### src/sv/rts_pkg.sv
package rts_pkg;

  typedef enum logic [2:0] {
    PH_FIXED,
    PH_AFTER_SEC,
    PH_FRAC_START,
    PH_FRAC,
    PH_OFFSET,
    PH_END
  } phase_t;

  typedef struct packed {
    logic        bad;
    phase_t      phase;
    logic [13:0] year;
    logic [6:0]  month;
    logic [6:0]  day;
    logic [6:0]  hour;
    logic [6:0]  minute;
    logic [6:0]  second;
    logic [9:0]  frac;
    logic [1:0]  frac_cnt;
    logic [14:0] zone;
  } rec_t;

  typedef enum logic [2:0] {
    BK_IDLE,
    BK_S1,
    BK_S2,
    BK_S3,
    BK_S4,
    BK_DONE
  } bk_state_t;

  localparam int unsigned QDepth = 2;
  localparam logic signed [23:0] DayBias = 24'sd865565;
  localparam logic [26:0] MsPerDay = 27'd86400000;

  function automatic logic [8:0] div25(input logic [11:0] x);
    logic [24:0] p;
    p = 25'(x) * 25'd5243;
    return 9'(p[25-1:17]);
  endfunction

  function automatic logic [8:0] doy_base(input logic [3:0] mm);
    case (mm)
      4'd0: return 9'd0;
      4'd1: return 9'd31;
      4'd2: return 9'd61;
      4'd3: return 9'd92;
      4'd4: return 9'd122;
      4'd5: return 9'd153;
      4'd6: return 9'd184;
      4'd7: return 9'd214;
      4'd8: return 9'd245;
      4'd9: return 9'd275;
      4'd10: return 9'd306;
      4'd11: return 9'd337;
      default: return 9'd0;
    endcase
  endfunction

  function automatic logic [4:0] month_len(input logic [6:0] m, input logic leap);
    case (m)
      7'd2: return leap ? 5'd29 : 5'd28;
      7'd4, 7'd6, 7'd9, 7'd11: return 5'd30;
      default: return 5'd31;
    endcase
  endfunction

endpackage

### src/sv/rts_front.sv
module rts_front import rts_pkg::*; (
  input  logic       clk,
  input  logic       rst,
  input  logic       in_valid,
  input  logic [7:0] char_code,
  input  logic       is_last,
  input  logic       full,
  output logic       in_stall,
  output logic       push,
  output rec_t       push_rec
);

  logic [4:0] pos, pos_next;
  rec_t       st, st_next;
  logic       acc;
  logic       isd;
  logic [3:0] d;
  logic       zs_end, zs_off, zs_bad;
  logic [6:0] t;

  assign in_stall = full;
  assign acc = in_valid && !in_stall;
  assign push = acc && is_last;
  assign isd = (char_code >= 8'h30) && (char_code <= 8'h39);
  assign d = char_code[3:0];
  assign zs_end = (char_code == "Z") || (char_code == "z");
  assign zs_off = (char_code == "+") || (char_code == "-");
  assign zs_bad = !zs_end && !zs_off;

  function automatic logic [6:0] acc2(input logic [6:0] a, input logic [3:0] dd);
    return 7'((a << 3) + (a << 1) + 7'(dd));
  endfunction

  always_comb begin
    st_next = st;
    pos_next = pos;
    t = '0;
    if (!st.bad) begin
      case (st.phase)
        PH_FIXED: begin
          if (pos == 5'd4 || pos == 5'd7) begin
            if (char_code != "-") st_next.bad = 1'b1;
          end else if (pos == 5'd10) begin
            if (char_code != "T" && char_code != "t") st_next.bad = 1'b1;
          end else if (pos == 5'd13 || pos == 5'd16) begin
            if (char_code != ":") st_next.bad = 1'b1;
          end else if (!isd) begin
            st_next.bad = 1'b1;
          end else if (pos < 5'd4) begin
            st_next.year = 14'((st.year << 3) + (st.year << 1) + 14'(d));
          end else if (pos < 5'd7) begin
            st_next.month = acc2(st.month, d);
          end else if (pos < 5'd10) begin
            st_next.day = acc2(st.day, d);
          end else if (pos < 5'd13) begin
            st_next.hour = acc2(st.hour, d);
          end else if (pos < 5'd16) begin
            st_next.minute = acc2(st.minute, d);
          end else begin
            st_next.second = acc2(st.second, d);
          end
          pos_next = pos + 5'd1;
          if (pos >= 5'd18) st_next.phase = PH_AFTER_SEC;
        end
        PH_AFTER_SEC, PH_FRAC_START, PH_FRAC: begin
          if (st.phase == PH_AFTER_SEC && char_code == ".") begin
            st_next.phase = PH_FRAC_START;
          end else if (st.phase != PH_AFTER_SEC && isd) begin
            if (st.frac_cnt < 2'd3) begin
              st_next.frac = 10'((st.frac << 3) + (st.frac << 1) + 10'(d));
              st_next.frac_cnt = st.frac_cnt + 2'd1;
            end
            st_next.phase = PH_FRAC;
          end else if (st.phase == PH_FRAC_START) begin
            st_next.bad = 1'b1;
          end else if (zs_end) begin
            st_next.phase = PH_END;
          end else if (zs_off) begin
            st_next.zone = {char_code == "-", 14'd0};
            pos_next = '0;
            st_next.phase = PH_OFFSET;
          end else if (zs_bad) begin
            st_next.bad = 1'b1;
          end
        end
        PH_OFFSET: begin
          if (pos == 5'd2) begin
            if (char_code != ":") st_next.bad = 1'b1;
          end else if (!isd) begin
            st_next.bad = 1'b1;
          end else if (pos < 5'd2) begin
            t = acc2(st.zone[13:7], d);
            st_next.zone[13:7] = t;
          end else begin
            t = acc2(st.zone[6:0], d);
            st_next.zone[6:0] = t;
          end
          pos_next = pos + 5'd1;
          if (pos >= 5'd4) st_next.phase = PH_END;
        end
        default: begin
          st_next.bad = 1'b1;
        end
      endcase
    end
  end

  assign push_rec = st_next;

  always_ff @(posedge clk) begin
    if (rst || push) begin
      pos <= '0;
      st <= '{bad: 1'b0, phase: PH_FIXED, default: '0};
    end else if (acc) begin
      pos <= pos_next;
      st <= st_next;
    end
  end

endmodule

### src/sv/rts_queue.sv
module rts_queue import rts_pkg::*; (
  input  logic clk,
  input  logic rst,
  input  logic push,
  input  rec_t push_rec,
  input  logic pop,
  output logic full,
  output logic nonempty,
  output rec_t head
);

  rec_t       mem [QDepth];
  logic       wr_ptr, rd_ptr;
  logic [1:0] count;

  assign full = (count == 2'(QDepth));
  assign nonempty = (count != 2'd0);
  assign head = mem[rd_ptr];

  always_ff @(posedge clk) begin
    if (push) mem[wr_ptr] <= push_rec;
  end

  always_ff @(posedge clk) begin
    if (rst) begin
      wr_ptr <= 1'b0;
      rd_ptr <= 1'b0;
      count <= '0;
    end else begin
      if (push) wr_ptr <= !wr_ptr;
      if (pop) rd_ptr <= !rd_ptr;
      count <= count + 2'(push) - 2'(pop);
    end
  end

endmodule

### src/sv/rts_back.sv
module rts_back import rts_pkg::*; (
  input  logic               clk,
  input  logic               rst,
  input  logic               nonempty,
  input  rec_t               head,
  output logic               pop,
  output logic               out_valid,
  input  logic               out_stall,
  output logic               ok,
  output logic signed [48:0] unix_ms
);

  bk_state_t state, state_next;
  rec_t      r;
  logic [13:0] yy;
  logic [8:0]  q_y100, q_a, q_b, doy;
  logic [16:0] tod_s;
  logic [10:0] off_min;
  logic        ok_r;
  logic signed [23:0] days;
  logic [26:0] tod_ms, off_ms;
  logic signed [48:0] prod;
  logic        load_out;

  logic        early_m;
  logic [13:0] yy_c;
  logic        leap_c;
  logic [9:0]  frac_c;
  logic        ok_c;

  assign early_m = (r.month <= 7'd2);
  assign yy_c = 14'(r.year + 14'd400 - 14'(early_m));

  always_comb begin
    state_next = state;
    case (state)
      BK_IDLE: if (nonempty) state_next = BK_S1;
      BK_S1: state_next = BK_S2;
      BK_S2: state_next = BK_S3;
      BK_S3: state_next = BK_S4;
      BK_S4: state_next = BK_DONE;
      BK_DONE: if (!out_valid || !out_stall) state_next = BK_IDLE;
      default: state_next = BK_IDLE;
    endcase
  end

  always_comb begin
    pop = 1'b0;
    load_out = 1'b0;
    case (state)
      BK_IDLE: pop = nonempty;
      BK_DONE: load_out = !out_valid || !out_stall;
      default: begin
        pop = 1'b0;
        load_out = 1'b0;
      end
    endcase
  end

  always_comb begin
    leap_c = (r.year[1:0] == 2'b00) &&
             ((r.year != 14'(q_y100 * 7'd100)) || (q_y100[1:0] == 2'b00));
    case (r.frac_cnt)
      2'd0: frac_c = 10'd0;
      2'd1: frac_c = 10'(r.frac * 7'd100);
      2'd2: frac_c = 10'(r.frac * 4'd10);
      default: frac_c = r.frac;
    endcase
    ok_c = !r.bad && (r.phase == PH_END) && r.hour <= 7'd23 && r.minute <= 7'd59 &&
           r.second <= 7'd59 && r.zone[13:7] <= 7'd23 && r.zone[6:0] <= 7'd59 &&
           r.month >= 7'd1 && r.month <= 7'd12 && r.day >= 7'd1 &&
           r.day <= 7'(month_len(r.month, leap_c));
  end

  always_ff @(posedge clk) begin
    case (state)
      BK_IDLE: if (nonempty) r <= head;
      BK_S1: begin
        yy <= yy_c;
        q_y100 <= div25(12'(r.year >> 2));
        q_a <= div25(12'(yy_c >> 2));
        q_b <= div25(12'(yy_c >> 4));
        doy <= 9'(doy_base(early_m ? 4'(r.month + 7'd9) : 4'(r.month - 7'd3))
                  + 9'(r.day) - 9'd1);
        tod_s <= 17'((17'(r.hour) * 17'd60 + 17'(r.minute)) * 17'd60 + 17'(r.second));
        off_min <= 11'(11'(r.zone[13:7]) * 11'd60 + 11'(r.zone[6:0]));
      end
      BK_S2: begin
        ok_r <= ok_c;
        days <= 24'(signed'({10'd0, yy}) * 24'sd365) + 24'(yy >> 2)
                - 24'(q_a) + 24'(q_b) + 24'(doy) - DayBias;
        tod_ms <= 27'(27'(tod_s) * 27'd1000 + 27'(frac_c));
        off_ms <= 27'(27'(off_min) * 27'd60000);
      end
      BK_S3: begin
        prod <= 49'(49'(days) * signed'({22'd0, MsPerDay}));
      end
      BK_S4: begin
        if (r.zone[14]) prod <= prod + 49'(tod_ms) + 49'(off_ms);
        else prod <= prod + 49'(tod_ms) - 49'(off_ms);
      end
      default: begin
      end
    endcase
  end

  always_ff @(posedge clk) begin
    if (rst) begin
      state <= BK_IDLE;
      out_valid <= 1'b0;
    end else begin
      state <= state_next;
      if (load_out) out_valid <= 1'b1;
      else if (!out_stall) out_valid <= 1'b0;
    end
  end

  always_ff @(posedge clk) begin
    if (load_out) begin
      ok <= ok_r;
      unix_ms <= ok_r ? prod : '0;
    end
  end

endmodule

### src/sv/rfc3339_timestamp_to_unix_ms.sv
// Characters are taken one per cycle while the queue is not full; the final character of a string
// pushes a parsed record into a two-entry queue.
// A record then passes the converter states S1 to S4 and DONE before the output register.
// The converter takes a new record only once the last result is loaded to the output.
// Synchronous active-high reset clears the parser, queue and output valid.
module rfc3339_timestamp_to_unix_ms import rts_pkg::*; (
  input  logic               clk,
  input  logic               rst,
  input  logic               in_valid,
  output logic               in_stall,
  input  logic [7:0]         char_code,
  input  logic               is_last,
  output logic               out_valid,
  input  logic               out_stall,
  output logic               ok,
  output logic signed [48:0] unix_ms
);

  logic push, pop, full, nonempty;
  rec_t push_rec, head;

  rts_front u_front (
    .clk, .rst, .in_valid, .char_code, .is_last, .full,
    .in_stall, .push, .push_rec
  );

  rts_queue u_queue (
    .clk, .rst, .push, .push_rec, .pop, .full, .nonempty, .head
  );

  rts_back u_back (
    .clk, .rst, .nonempty, .head, .pop, .out_valid, .out_stall, .ok, .unix_ms
  );

endmodule

### config.mk
export PLATFORM = sky130hd
export DESIGN_NAME = rfc3339_timestamp_to_unix_ms
export DESIGN_NICKNAME = d
export VERILOG_FILES = /design/src/sv/rts_pkg.sv /design/src/sv/rts_front.sv /design/src/sv/rts_queue.sv /design/src/sv/rts_back.sv /design/src/sv/rfc3339_timestamp_to_unix_ms.sv
export SDC_FILE = /design/constraint.sdc
export NUM_CORES = 2
export LEC_CHECK = 0
export BUFFER_PORTS_ARGS = -buffer_cell sky130_fd_sc_hd__buf_4
export CAP_MARGIN = 10
export CORE_UTILIZATION = 60
export CTS_CLUSTER_SIZE = 8
export DETAILED_ROUTE_END_ITERATION = 12
export GPL_TIMING_DRIVEN = 0
export PLACE_DENSITY = 0.79
export REMOVE_ABC_BUFFERS = 1
export SLEW_MARGIN = 20
export SYNTH_ARGS = -nofsm -noshare
export SYNTH_HDL_FRONTEND = slang
export SYNTH_SLANG_ARGS = --single-unit
### constraint.sdc
create_clock -name clk -period 16.7 [get_ports clk]
set_input_delay 2.505 -clock clk [delete_from_list [all_inputs] [get_ports clk]]
set_output_delay 2.505 -clock clk [all_outputs]
set_load 0.005 [all_outputs]
==> results_dict.tcl <==
set metrics [dict create \
    arrival_ns 9.50 \
    num_io_pins 65 \
    cts_resized 0 \
    cts_buffer_depth 3 \
    numPortBuffers 64 \
    startpoint_type "flop" \
    cp_max_fo 6 \
    final_nets 6908 \
    coreArea_sq_um 93900 \
    gp_congestion 0.935 \
    max-slew-margin-rel_pct 24.9 \
    dpl.hpwl_mm 94.0 \
    clock-sinks 579 \
    crit_path_end_kind "flop" \
    met3_usage_pct 2.95 \
    via_per_inst 5.72 \
    synth_seq_area_share_pct 28.8 \
    crit_type "reg2reg" \
    worst_clock_skew_ns 0.0258 \
    min_path_type "reg2reg" \
    antenna_found_initial 0 \
    rsz0062_at_grt "no" \
    grt.met2_usage_pct 45.2 \
    grt_max_degree 58 \
    root_buffer "clkbuf_16" \
    maxCapViolations 0 \
    holdPathStages 0 \
    route.detailed.drc 0 \
    fp.dieW_microns 311 \
    outcome "completed" \
    start_util_pct 60.9 \
    num_vias 39000 \
    track_usage_pct 24.9 \
    cts-hold-fix-buffers 0 \
    n_antenna_cell 0 \
    tightestPinTransition_ns 1.13 \
    postSynthCellCount 5431 \
    cp.required_ns 17.09 \
    grt_pass1_wl_mm 199 \
    r2r_slack_ns 7.59 \
    drt_iter0_drc 2115 \
    finalHoldViolations 0 \
    post_cts_buffers 0 \
    async_flop_share_pct 0 \
    rows 112 \
    wl_mm 120 \
    final.min_clock_period_ns 9.11 \
    fin_crit_sh_pct 54.6 \
    die_h_microns 311 \
    grt_pass1_vias 41000 \
    drive_gt1_share_pct 6.87 \
    yosysUniqueCellTypes 92 \
    synth_enable_flop_cells 486 \
    ys.flop_type "edfxtp_1" \
    fin_tns_setup_ns 0 \
    yosys_warnings 0 \
    die_area_sq_um 96500 \
    slew_violations 0 \
    cts.clk_slew.worst_paths_ns 0.05 \
    synth-seq-cells 579 \
    wl_per_cell_microns 17.5 \
    r2r_cells 34 \
    yosysTopAreaCell "edfxtp_1" \
    drtPass1Iterations 6 \
    met1_usage_pct 30.8 \
    cpMaxStageDelayCell "xnor2_1" \
    setup_viol 0 \
    clkLatencyLatePin_ns 0.65 \
    grt-ovfl-total 0 \
    max_stage_delay_ns 0.74 \
    fmax_mhz 110 \
    syn-cell-area_sq_um 57200 \
    cts_buffers 84 \
    h-tree-depth 3 \
    synth_area_leaders "edfxtp_1 (26%), ha_1 (19%), fa_1 (17%)" \
    ant_nets 0 \
    area_growth_pct 8.42 \
    netlist.area_leader.share_pct 25.5 \
    grt.busiest_layer "met2" \
    avgSynthCellArea_sq_um 10.5 \
    tritoncts "done" \
]
[synthesized netlist by cell type (65+ instances only)]
library cell  instances
a21o_1              128
a21oi_1             344
and2_1               65
clkbuf_1             91
dfxtp_1              93
edfxtp_1            486
fa_1                491
ha_1                881
inv_1               845
mux2_2              121
nand2_1             283
nand3_1              70
nor2_1              251
nor3_1               76
o21ai_0             168
xnor2_1             252
xor2_1              155
[routing by layer]
layer	routed length (microns)	up-vias
li1	-	18800
met1	50400	19100
met2	61100	863
met3	4870	241
met4	3360	0
met5	0	-
[state kept, by name, indices dropped and copies added, names as in the netlist]
register	flops
u_back.tod_s	17
u_back.yy	14
u_back.off_min	11
u_queue.count	2
u_back.doy	9
u_back.unix_ms	49
u_back.off_ms	22
u_queue.mem	160
u_queue.rd_ptr	1
u_back.q_a	8
u_back.prod	49
u_back.ok_r	1
u_back.out_valid	1
u_back.ok	1
u_back.q_y100	8
u_front.pos	5
u_back.r	80
u_back.q_b	6
u_back.days	24
u_front.st	80
u_back.state	3
u_queue.wr_ptr	1
u_back.tod_ms	27
[stage by stage]
stage	cells	cell area, sq um	util, %	hold slack [ns]	setup WS (ns)
global route	6830	62000	66.0	0.438	7.23
finish	6830	62000	66.0	0.426	7.59
CTS	6830	62000	66.0	0.427	7.71
floorplan	5329	56800	-	0.400	6.68
detailed placement	6691	59500	63.3	0.413	7.72
global placement	6647	58800	62.7	0.401	2.34
[critical path, delay by kind of cell, from the launching register on]
family / cells / cell delay (ns)
flops: 1 / 0.36
buf+inv: 6 / 0.47
xor+xnor: 2 / 0.88
compound gates: 10 / 1.96
fa+ha+maj: 9 / 3.39
simple gates: 7 / 1.77
[cells by family (layout without fill, tap and decap cells)]
logic type | Yosys count | after routing | synth area share (%)
fa+ha+maj | 1373 | 1373 | 36.5
simple gates | 1016 | 1016 | 8.71
compound gates | 969 | 969 | 10.8
buf+inv | 947 | 1092 | 6.22
flops | 579 | 579 | 28.8
xor+xnor | 411 | 411 | 6.36
mux | 136 | 136 | 2.65
[final timing paths]
check | from | to
worst min-delay path | u_back.r[1] | u_back.off_min[1]
worst max-delay path | u_back.r[59] | u_back.q_b[5]
worst min register to register | u_back.r[1] | u_back.off_min[1]
worst max register to register | u_back.r[59] | u_back.q_b[5]
[cells in the final DEF, fill, tap and decap left out, drive strengths merged, types with 8 or more instances in the layout]
master	count
ha	881
inv	846
fa	491
edfxtp	486
a21oi	347
nand2	283
xnor2	255
nor2	251
o21ai	176
xor2	155
clkbuf	131
a21o	129
mux2	121
buf	108
dfxtp	93
nor3	77
nand3	70
and2	65
nor2b	53
o21a	51
o21bai	46
a211oi	36
and3	36
nand4	34
nand2b	31
or3	22
nor4	21
a31oi	20
o211ai	20
nand3b	18
o31ai	16
mux2i	15
nor3b	14
a22o	13
o31a	10
a32oi	10
or2	10
a2111oi	9
a31o	8
[area by class of cell]
type | count | area [sq um]
clock buffers | 131 | 2340
fillers | 6900 | 31900
flip-flops and latches | 579 | 16500
well taps | 1254 | 1570
repair buffers | 108 | 1030
inverters | 845 | 3170
clock inverters | 8 | 158
multi-input cells | 3905 | 37300
Power is left out: the tool's default activity adds up to more than one toggle a clock period on the data nets, which glitch-free logic cannot reach.
